==> src/hw/rtl/lcm_pkg.sv <==
// ----------------------------------------------------------------------------
// lcm_pkg
// Shared types and constants for the least common multiple core: the step
// codes that the sequencer hands to the datapath, and the datapath status.
// ----------------------------------------------------------------------------
package lcm_pkg;

    localparam int OPERAND_BITS_DEFAULT = 16;
    localparam int MULTIPLE_BITS        = 32;

    // One code per kind of step the shared adder performs.
    typedef enum logic [2:0] {
        OP_HOLD,
        OP_LOAD,
        OP_GCD,
        OP_DIV,
        OP_MUL
    } lcm_op_t;

    typedef struct packed {
        logic any_zero;   // an incoming operand is zero
        logic gcd_done;   // both gcd operands odd and equal
    } lcm_status_t;

endpackage

==> src/hw/rtl/lcm_dp.sv <==
// ----------------------------------------------------------------------------
// lcm_dp
// Datapath around one shared add/subtract unit: binary gcd steps, a restoring
// divide of the shifted first operand by the odd gcd part, and a shift-add
// multiply by the second operand. One step per cycle, chosen by op.
// ----------------------------------------------------------------------------
module lcm_dp
    import lcm_pkg::*;
#(
    parameter int OPERAND_BITS = OPERAND_BITS_DEFAULT
)
(
    input  logic                        clk,
    input  lcm_op_t                     op,
    input  logic [OPERAND_BITS-1:0]     first_operand,
    input  logic [OPERAND_BITS-1:0]     second_operand,
    output lcm_status_t                 status,
    output logic [2*OPERAND_BITS-1:0]   product
);

    localparam int W = OPERAND_BITS;

    logic [W-1:0]   x_reg, x_next;
    logic [W-1:0]   y_reg, y_next;
    logic [W-1:0]   a_reg, a_next;
    logic [W-1:0]   b_reg, b_next;
    logic [2*W-1:0] acc_reg, acc_next;

    // shared unit
    logic [W:0]     opa;
    logic [W:0]     opb;
    logic           sub;
    logic [W+1:0]   res;
    logic           borrow;
    logic           gcd_equal;

    always_comb
    begin
        opa = '0;
        opb = '0;
        sub = 1'b0;
        unique case (op)
            OP_GCD:
            begin
                opa = {1'b0, x_reg};
                opb = {1'b0, y_reg};
                sub = 1'b1;
            end
            OP_DIV:
            begin
                // partial remainder with the next dividend bit shifted in
                opa = acc_reg[2*W-1:W-1];
                opb = {1'b0, x_reg};
                sub = 1'b1;
            end
            OP_MUL:
            begin
                opa = {1'b0, acc_reg[2*W-1:W]};
                opb = acc_reg[0] ? {1'b0, b_reg} : '0;
            end
            OP_HOLD, OP_LOAD:
            begin
                opa = '0;
                opb = '0;
            end
            default:
            begin
                opa = '0;
                opb = '0;
            end
        endcase
        res    = sub ? ({1'b0, opa} - {1'b0, opb}) : ({1'b0, opa} + {1'b0, opb});
        borrow = res[W+1];
    end

    assign gcd_equal       = x_reg[0] && y_reg[0] && (res == '0);
    assign status.gcd_done = (op == OP_GCD) && gcd_equal;
    assign status.any_zero = (first_operand == '0) || (second_operand == '0);
    assign product         = acc_reg;

    always_comb
    begin
        x_next   = x_reg;
        y_next   = y_reg;
        a_next   = a_reg;
        b_next   = b_reg;
        acc_next = acc_reg;
        unique case (op)
            OP_LOAD:
            begin
                x_next = first_operand;
                y_next = second_operand;
                a_next = first_operand;
                b_next = second_operand;
            end
            OP_GCD:
            begin
                priority if (!x_reg[0] && !y_reg[0])
                begin
                    // common factor of two: drop it from the dividend as well
                    x_next = {1'b0, x_reg[W-1:1]};
                    y_next = {1'b0, y_reg[W-1:1]};
                    a_next = {1'b0, a_reg[W-1:1]};
                end
                else if (!x_reg[0])
                begin
                    x_next = {1'b0, x_reg[W-1:1]};
                end
                else if (!y_reg[0])
                begin
                    y_next = {1'b0, y_reg[W-1:1]};
                end
                else if (gcd_equal)
                begin
                    acc_next = {{W{1'b0}}, a_reg};
                end
                else if (!borrow)
                begin
                    x_next = res[W-1:0];
                end
                else
                begin
                    // swap so the next cycle subtracts the smaller one
                    x_next = y_reg;
                    y_next = x_reg;
                end
            end
            OP_DIV:
            begin
                acc_next = {(borrow ? acc_reg[2*W-2:W-1] : res[W-1:0]),
                            acc_reg[W-2:0], !borrow};
            end
            OP_MUL:
            begin
                acc_next = {res[W:0], acc_reg[W-1:1]};
            end
            OP_HOLD:
            begin
                acc_next = acc_reg;
            end
            default:
            begin
                acc_next = acc_reg;
            end
        endcase
    end

    always_ff @(posedge clk)
    begin
        x_reg   <= x_next;
        y_reg   <= y_next;
        a_reg   <= a_next;
        b_reg   <= b_next;
        acc_reg <= acc_next;
    end

endmodule

==> src/hw/rtl/lcm_seq.sv <==
// ----------------------------------------------------------------------------
// lcm_seq
// Sequencer for the core: takes a word, steps the datapath through the gcd, divide and
// multiply phases unless an operand is zero, and holds the result word in an output register.
// ----------------------------------------------------------------------------
module lcm_seq
    import lcm_pkg::*;
#(
    parameter int OPERAND_BITS = OPERAND_BITS_DEFAULT
)
(
    input  logic                        clk,
    input  logic                        rst_n,
    input  logic                        in_valid,
    output logic                        in_ready,
    output logic                        out_valid,
    input  logic                        out_ready,
    output logic [MULTIPLE_BITS-1:0]    out_multiple,
    output logic                        out_invalid,
    output lcm_op_t                     op,
    input  lcm_status_t                 status,
    input  logic [2*OPERAND_BITS-1:0]   product
);

    localparam int CNT_BITS = $clog2(OPERAND_BITS);

    typedef enum logic [2:0] {
        ST_IDLE,
        ST_GCD,
        ST_DIV,
        ST_MUL,
        ST_DONE
    } state_t;

    state_t                     state_reg;
    logic [CNT_BITS-1:0]        cnt_reg;
    logic                       invalid_reg;
    logic                       out_valid_reg;
    logic [MULTIPLE_BITS-1:0]   out_multiple_reg;
    logic                       out_invalid_reg;
    logic                       last_step;
    logic                       out_free;

    assign in_ready     = (state_reg == ST_IDLE);
    assign out_valid    = out_valid_reg;
    assign out_multiple = out_multiple_reg;
    assign out_invalid  = out_invalid_reg;
    assign last_step    = (cnt_reg == CNT_BITS'(OPERAND_BITS - 1));
    assign out_free     = !out_valid_reg || out_ready;

    always_comb
    begin
        unique case (state_reg)
            ST_IDLE: op = in_valid ? OP_LOAD : OP_HOLD;
            ST_GCD:  op = OP_GCD;
            ST_DIV:  op = OP_DIV;
            ST_MUL:  op = OP_MUL;
            ST_DONE: op = OP_HOLD;
            default: op = OP_HOLD;
        endcase
    end

    always_ff @(posedge clk or negedge rst_n)
    begin
        if (!rst_n)
        begin
            state_reg        <= ST_IDLE;
            cnt_reg          <= '0;
            invalid_reg      <= 1'b0;
            out_valid_reg    <= 1'b0;
            out_multiple_reg <= '0;
            out_invalid_reg  <= 1'b0;
        end
        else
        begin
            // load a new result word, or hold the current one until it is taken
            out_valid_reg <= ((state_reg == ST_DONE) && out_free) ||
                             (out_valid_reg && !out_ready);
            unique case (state_reg)
                ST_IDLE:
                begin
                    if (in_valid)
                    begin
                        invalid_reg <= status.any_zero;
                        cnt_reg     <= '0;
                        state_reg   <= status.any_zero ? ST_DONE : ST_GCD;
                    end
                end
                ST_GCD:
                begin
                    if (status.gcd_done)
                    begin
                        state_reg <= ST_DIV;
                    end
                end
                ST_DIV:
                begin
                    cnt_reg <= last_step ? '0 : cnt_reg + 1'b1;
                    if (last_step)
                    begin
                        state_reg <= ST_MUL;
                    end
                end
                ST_MUL:
                begin
                    cnt_reg <= last_step ? '0 : cnt_reg + 1'b1;
                    if (last_step)
                    begin
                        state_reg <= ST_DONE;
                    end
                end
                ST_DONE:
                begin
                    // hold until the output register is free
                    if (out_free)
                    begin
                        out_multiple_reg <= invalid_reg ? '0 : MULTIPLE_BITS'(product);
                        out_invalid_reg  <= invalid_reg;
                        state_reg        <= ST_IDLE;
                    end
                end
                default:
                begin
                    state_reg <= ST_IDLE;
                end
            endcase
        end
    end

endmodule

==> src/hw/rtl/lcm_two_operands_core.sv <==
// Steps: a load, binary gcd steps, OPERAND_BITS divide steps and OPERAND_BITS multiply
// steps, then a move into the output register once that register is free.
// A word with a zero operand skips the gcd, divide and multiply steps.
// No new word is taken until the result is in the output register: the single shared
// add/subtract unit does every gcd, divide and multiply step.
// Reset (rst_n low, asynchronous) returns to idle and empties the output register.
// ----------------------------------------------------------------------------
// lcm_two_operands_core
// Least common multiple of two unsigned operands, computed as
// (first / gcd) * second with a flag for a zero operand.
// ----------------------------------------------------------------------------
module lcm_two_operands_core
    import lcm_pkg::*;
#(
    parameter int OPERAND_BITS = OPERAND_BITS_DEFAULT
)
(
    input  logic                                    clk,
    input  logic                                    rst_n,
    input  logic                                    s_tvalid,
    output logic                                    s_tready,
    // first_operand, second_operand
    input  logic [((2*OPERAND_BITS+7)/8)*8-1:0]     s_tdata,
    output logic                                    m_tvalid,
    input  logic                                    m_tready,
    // multiple
    output logic [MULTIPLE_BITS-1:0]                m_tdata,
    // invalid
    output logic                                    m_tuser
);

    logic [OPERAND_BITS-1:0]    first_operand;
    logic [OPERAND_BITS-1:0]    second_operand;
    lcm_op_t                    op;
    lcm_status_t                status;
    logic [2*OPERAND_BITS-1:0]  product;

    assign first_operand  = s_tdata[OPERAND_BITS-1:0];
    assign second_operand = s_tdata[2*OPERAND_BITS-1:OPERAND_BITS];

    lcm_seq #(
        .OPERAND_BITS (OPERAND_BITS)
    ) u_seq (
        .clk          (clk),
        .rst_n        (rst_n),
        .in_valid     (s_tvalid),
        .in_ready     (s_tready),
        .out_valid    (m_tvalid),
        .out_ready    (m_tready),
        .out_multiple (m_tdata),
        .out_invalid  (m_tuser),
        .op           (op),
        .status       (status),
        .product      (product)
    );

    lcm_dp #(
        .OPERAND_BITS (OPERAND_BITS)
    ) u_dp (
        .clk            (clk),
        .op             (op),
        .first_operand  (first_operand),
        .second_operand (second_operand),
        .status         (status),
        .product        (product)
    );

`ifndef ASSERT_OFF
    // an operand load happens only on an accepted word
    a_load_on_accept: assert property (@(posedge clk) disable iff (!rst_n)
        (op == OP_LOAD) |-> (s_tvalid && s_tready))
        else $error("operand load without an accepted word");

    // one word at a time: ready drops right after a word is taken
    a_busy_after_accept: assert property (@(posedge clk) disable iff (!rst_n)
        (s_tvalid && s_tready) |=> !s_tready)
        else $error("ready stayed high after accepting a word");

    // a flagged result carries zero
    a_invalid_zero: assert property (@(posedge clk) disable iff (!rst_n)
        (m_tvalid && m_tuser) |-> (m_tdata == '0))
        else $error("invalid result with nonzero multiple");
`endif

endmodule

==> config.mk <==
export PLATFORM = sky130hd
export DESIGN_NAME = lcm_two_operands_core
export DESIGN_NICKNAME = d
export VERILOG_FILES = /design/src/hw/rtl/lcm_pkg.sv /design/src/hw/rtl/lcm_dp.sv /design/src/hw/rtl/lcm_seq.sv /design/src/hw/rtl/lcm_two_operands_core.sv
export SDC_FILE = /design/constraint.sdc
export NUM_CORES = 1
export LEC_CHECK = 0
export ABC_CLOCK_PERIOD_IN_PS = 22200
export BUFFER_PORTS_ARGS = -buffer_cell sky130_fd_sc_hd__buf_4
export CORE_AREA = 2 2 161 163
export CTS_CLUSTER_SIZE = 40
export DETAILED_ROUTE_END_ITERATION = 8
export DIE_AREA = 0 0 163 165
export GPL_ROUTABILITY_DRIVEN = 0
export PLACE_DENSITY_LB_ADDON = 0.2
export SETUP_SLACK_MARGIN = 0.02
export SYNTH_ARGS = -nofsm -noshare
export SYNTH_HDL_FRONTEND = slang
export SYNTH_SLANG_ARGS = --single-unit
==> constraint.sdc <==
create_clock -name clk -period 22.2 [get_ports clk]
set_clock_uncertainty 0.1 [all_clocks]
set_input_delay 4.44 -clock clk [delete_from_list [all_inputs] [get_ports clk]]
set_output_delay 4.44 -clock clk [all_outputs]
set_load 0.01 [all_outputs]
### Word-level counts from Yosys, hierarchy flattened

Index checks and enable logic that the tools add are counted.

* input bits: 36
* word-level logic and storage cells: 110
* flip-flop bits (word level): 138

* mux-type cells: 38
* equality and inequality tests: 24
* reductions and logical operators: 32
* add/sub/neg operators: 3

Operator list (count)
* $mux 16: 13
* $mux 32: 5
* $pmux 17 s3: 2
* $pmux 16 s2: 3
* $pmux 32 s3: 1
* $logic_not 16->1: 2
* $add 17x17->18: 1
* $logic_not 18->1: 1
* $mux 18: 1
* $mux 3: 6
* $sub 17x17->18: 1
* $ne 4x4->1 const B: 4
* $pmux 3 s5: 1
* $eq 3x2->1 const B: 4
* $ne 2x1->1 const B: 6
* $pmux 3 s4: 1
* $reduce_and 2->1: 5
* $reduce_and 5->1: 2
* $mux 4: 2
* $ne 2x2->1 const B: 4
* $pmux 4 s2: 1
* $eq 3x1->1 const B: 2
* $eq 3x3->1 const B: 2
* $logic_and 1x1->1: 6
* 12 further kinds: 21

### Logic depth before layout (Yosys ltp)

* depth in word-level cells: 13
* mapped depth: 21
* depth with buffers taken out: 19

### Cells and area by module

From an unflattened synthesis, not the netlist that was laid out.

* cell total of the unflattened synthesis: 938
* area total of the unflattened synthesis: 9157.5 µm²

Modules (own cells, without submodules)
* lcm_dp: cells an instance 781, area each 7053.0 µm², times used 1
* lcm_seq: cells an instance 157, area each 2104.5 µm², times used 1

### Worst setup path after synthesis

Ideal clock, no wire load.

* path type: reg-to-reg
* from: reg u_seq.state_reg[1]
* to: reg u_dp.acc_reg[0] (netlist: u_dp.product[0]) (enable)
* setup slack: 14.719 ns
* cell stages (with the launch flop): 21
* arrival: 6.911 ns
* period minus slack after synthesis: 7.481 ns
* library setup time: 0.470 ns
* cells stage by stage: dfrtp_1 and4b_1 buf_2 clkbuf_1 clkbuf_1 a21oi_1 ha_1 and2_1 or3b_1 or3b_1 nor4b_1 nor2_1 xor2_1 ha_1 a21oi_1 o21ai_0 o32ai_2 nand2_1 mux2i_1 nand4_1 o31ai_1

* longest elaborated chain between the ends: 10
* elaborated cells between the ends (all ways): 23

Ends and longest elaborated chain
* start, declared: RTL line lcm_seq.sv:35 `state_t state_reg;`
* start signal, assigned: RTL line lcm_seq.sv:86 `state_reg <= status.any_zero ? ST_DONE : ST_GCD;`
* $eq 3x2->1, or another cell as far along: RTL line lcm_seq.sv:53 `unique case (state_reg)`
* $pmux 3 s4 *: RTL line lcm_seq.sv:53
* $eq 3x3->1 / $eq 3x2->1 (equally long branches): RTL line lcm_dp.sv:42, lcm_dp.sv:88
* $pmux 17 s3 / $reduce_or 2->1 (equally long branches)
* $add 17x17->18, or another cell as far along: RTL line lcm_dp.sv:72 `res = sub ? ({1'b0, opa} - {1'b0, opb}) : ({1'b0, opa} + {1'b0, opb});`
* $mux 18: RTL line lcm_dp.sv:72
* $logic_not 18->1: RTL line lcm_dp.sv:76 `assign gcd_equal = x_reg[0] && y_reg[0] && (res == '0);`
* $logic_and 1x1->1: RTL line lcm_dp.sv:76
* $ne 2x1->1 (no source line)
* $reduce_and 5->1 (no source line) *
* end signal, assigned: RTL line lcm_dp.sv:154 `acc_reg <= acc_next;`
* end, declared: RTL line lcm_dp.sv:27 `logic [2*W-1:0] acc_reg, acc_next;`

Every way passes the cells marked *; elsewhere a longest branch is shown, timed or not.
A chain may end at the register's enable or synchronous reset.

### Worst setup path after layout

* from: reg u_seq.state_reg[1]
* to: reg u_dp.acc_reg[17] (netlist: u_dp.product[17]) (enable)

Same word-level chain as after synthesis.

==> reports/qor.yml <==
timing:
  fin_ws_ps: 15220
  setup_violations: 0
  drv_slew: 0
  fmax_mhz: 143
  slew_headroom_pct: 26.7
  grt_setup_unrepaired: "false"
  setup_tns_ps: 0
  period_needed_ps: 6980
  worst_pin_slew_ps: 1100
  holdWs_ps: 377
  period_share_pct: 31.5
  hold_violations: 0
detailed_routing:
  drt-initial-drc-count: 833
  ant_nets: 0
  detail_route.wl_per_cell_um: 20.6
  avgViaCountPerCell: 5.56
  firstDrtPassIters: 6
  drc: 0
  via_count: 7193
  wirelength_mm: 26.6
floorplanning:
  start_util_pct: 34.6
  die_h_um: 165
  pin_count: 71
  die_w_um: 163
  core-area_um2: 25000
  dieArea_um2: 26900
  num_rows: 58
placed_design:
  dp_hpwl_mm: 19.8
  io_buffers: 70
  dpl.cell_count: 1261
  place_area_um2: 9470
  dp_slack_ps: 15400
setup_path:
  worst_ep_arrival_time_ps: 6940
  path_class: "reg2reg"
  max_stage_delay_ps: 760
  path_delay_family: "simple AND/OR/NAND/NOR gates"
  timing.critical_path.buf_inv: 1
  cp.required_ps: 22160
  worstPathMaxFanout: 34
  crit_slowest_cell: "dfrtp_1"
  startpoint_type: "register"
  path_cells: "and4b_1 > a221oi_2 > ha_1 > and2_1 > or3b_1 > or3b_1 > nor4b_1 > nor2_1 > xor2_1 > ha_1 > a21oi_1 > o21ai_0 > o32ai_2 > nand2_1 > mux2i_1 > nand4_1 > o31ai_4 > buf_4"
  endpoint_kind: "register"
synth:
  yosysUniqueCellTypes: 64
  synth_cells: 911
  synth_top_flop_cell: "edfxtp_1"
  synth_edf_count: 96
  synth-seq-area-share_pct: 45.4
  synth_area_um2: 8670
  syn_area_per_cell_um2: 9.52
  syn_nets: 968
  yosysWarnings: 0
  synth-seq-cells: 138
  async_reset_ff_share_pct: 30.4
clock_network:
  cts-resized-gates: 0
  cts_buffer_depth: 2
  cts_hold_buffers: 0
  clkSinkCount: 138
  cts_post_setup_buffers_inserted: 0
  root_buffer: "clkbuf_16"
  cts_max_level: 4
  clk_pin_slew_ps: 60
  cts_tree: "yes"
  clock_latency_ps: 420
  cts-buffers-inserted: 17
run_status:
  status: "finished clean"
worst_hold_path:
  min_path_type: "reg2reg"
cells_and_area:
  antenna_cells: 0
  final-seq-area_um2: 3940
  multi_input_area_um2: 4460
  final_cell_area_um2: 10100
  final_nets: 1007
  final_cells: 1293
  fillers: 2534
  post-route-util_pct: 40.2
  syn_to_final_growth_pct: 16.1
  drive_gt1_share_pct: 15.1
global_route:
  grt_max_degree: 66
  grt_usage_pct: 20.3
  antenna_found_initial: 0
  grt_pass1_vias: 6635
  overflow: 0
  grt_pass1_wl_mm: 41.0
power:
  powerDensity_nw_per_um2: 155
  p_leak_nw: 4.18
  irDropWorstVdd_v: 0.0000750
  p_total_mw: 1.56
job:
  cap_violations: 0
## Yosys cell counts, types with 5 or more instances
| cell | instances | area share (%) |
|---|---|---|
| o21a_1 | 10 | 0.87 |
| nand4_1 | 10 | 0.72 |
| nor2b_1 | 5 | 0.36 |
| or3_1 | 7 | 0.50 |
| dfrtp_1 | 42 | 12 |
| nand3b_1 | 8 | 0.69 |
| nand2b_1 | 33 | 2.4 |
| nor2_1 | 53 | 2.3 |
| a31oi_1 | 8 | 0.58 |
| mux2i_1 | 56 | 6.5 |
| and2_1 | 9 | 0.65 |
| o21ai_0 | 86 | 5.0 |
| nand2_1 | 139 | 6.0 |
| a22oi_1 | 31 | 2.7 |
| ha_1 | 20 | 2.9 |
| clkbuf_1 | 52 | 2.3 |
| edfxtp_1 | 96 | 33 |
| mux2_2 | 15 | 1.9 |
| o21ai_1 | 13 | 0.75 |
| xnor2_1 | 14 | 1.4 |
| nor4_1 | 9 | 0.65 |
| a21oi_1 | 62 | 3.6 |
| a21o_1 | 11 | 0.95 |
| xor2_1 | 9 | 0.91 |
| nor3_1 | 7 | 0.40 |
| nand3_1 | 13 | 0.75 |
| inv_1 | 14 | 0.61 |
| o31ai_1 | 9 | 0.78 |
## worst min-delay path, delay by kind of cell (launching register included)
family / cells / cell delay, ps
AOI/OAI and AO/OA: 1 / 60
DFF: 1 / 340
and+or+nand+nor: 1 / 40
## power by group
group | switching [mW] | total (mW) | leakage (nW) | internal [mW]
sequential | 0.0619 | 0.414 | 1.50 | 0.352
combinational | 0.555 | 0.863 | 2.38 | 0.308
clock | 0.112 | 0.286 | 0.296 | 0.174
## routing by layer
layer | track usage, % | part of all wire, %
met1 | 30.1 | 47
met2 | 30.2 | 44
met4 | 6.11 | 2.0
met5 | 0 | 0
met3 | 3.52 | 6.6
## cell families after synthesis
family          count (synthesis)  share of synthesized area, %
compound gates                268                          19.5
xor+xnor                       24                          2.64
fa+ha+maj                      21                          3.12
buf+inv                        76                          3.59
flops                         138                          45.4
mux                            71                          8.41
simple gates                  313                          17.4
## cells in the final DEF, fill, tap and decap left out, types with 12 or more instances in the layout
master     synthesis  final
nand2_1          139    139
edfxtp_1          96     96
o21ai_0           86     86
buf_4              0     82
a21oi_1           62     62
mux2i_1           56     56
nor2_1            53     53
dfrtp_1           42     41
nand2b_1          33     33
a22oi_1           31     31
ha_1              20     20
clkbuf_16          0     19
mux2_2            15     15
inv_1             14     14
xnor2_1           14     14
o21ai_1           13     13
nand3_1           13     12
## layout make-up
class                   instances  share of cell area [%]
clock inverters                 8                   0.795
well taps                     330                    4.10
flip-flops and latches        138                    39.1
inverters                      14                   0.522
clock buffers                  24                    5.11
repair buffers                 82                    6.11
multi-input cells             697                    44.3
## worst paths after layout
path	end	startpoint	cells after the start	slack, ps
setup reg to reg	u_dp.product[17]	u_seq.state_reg[1]	18	15220
min in group asynchronous	u_seq.out_multiple[5]	rst_n	1	3900
setup / recovery	u_dp.product[17]	u_seq.state_reg[1]	18	15220
hold / removal	u_seq.out_multiple[31]	u_seq.out_multiple[31]	2	380
max in group asynchronous	u_seq.state_reg[0]	rst_n	1	17710
hold reg to reg	u_seq.out_multiple[31]	u_seq.out_multiple[31]	2	380
Note: power is estimated with default switching activity, not from simulation.
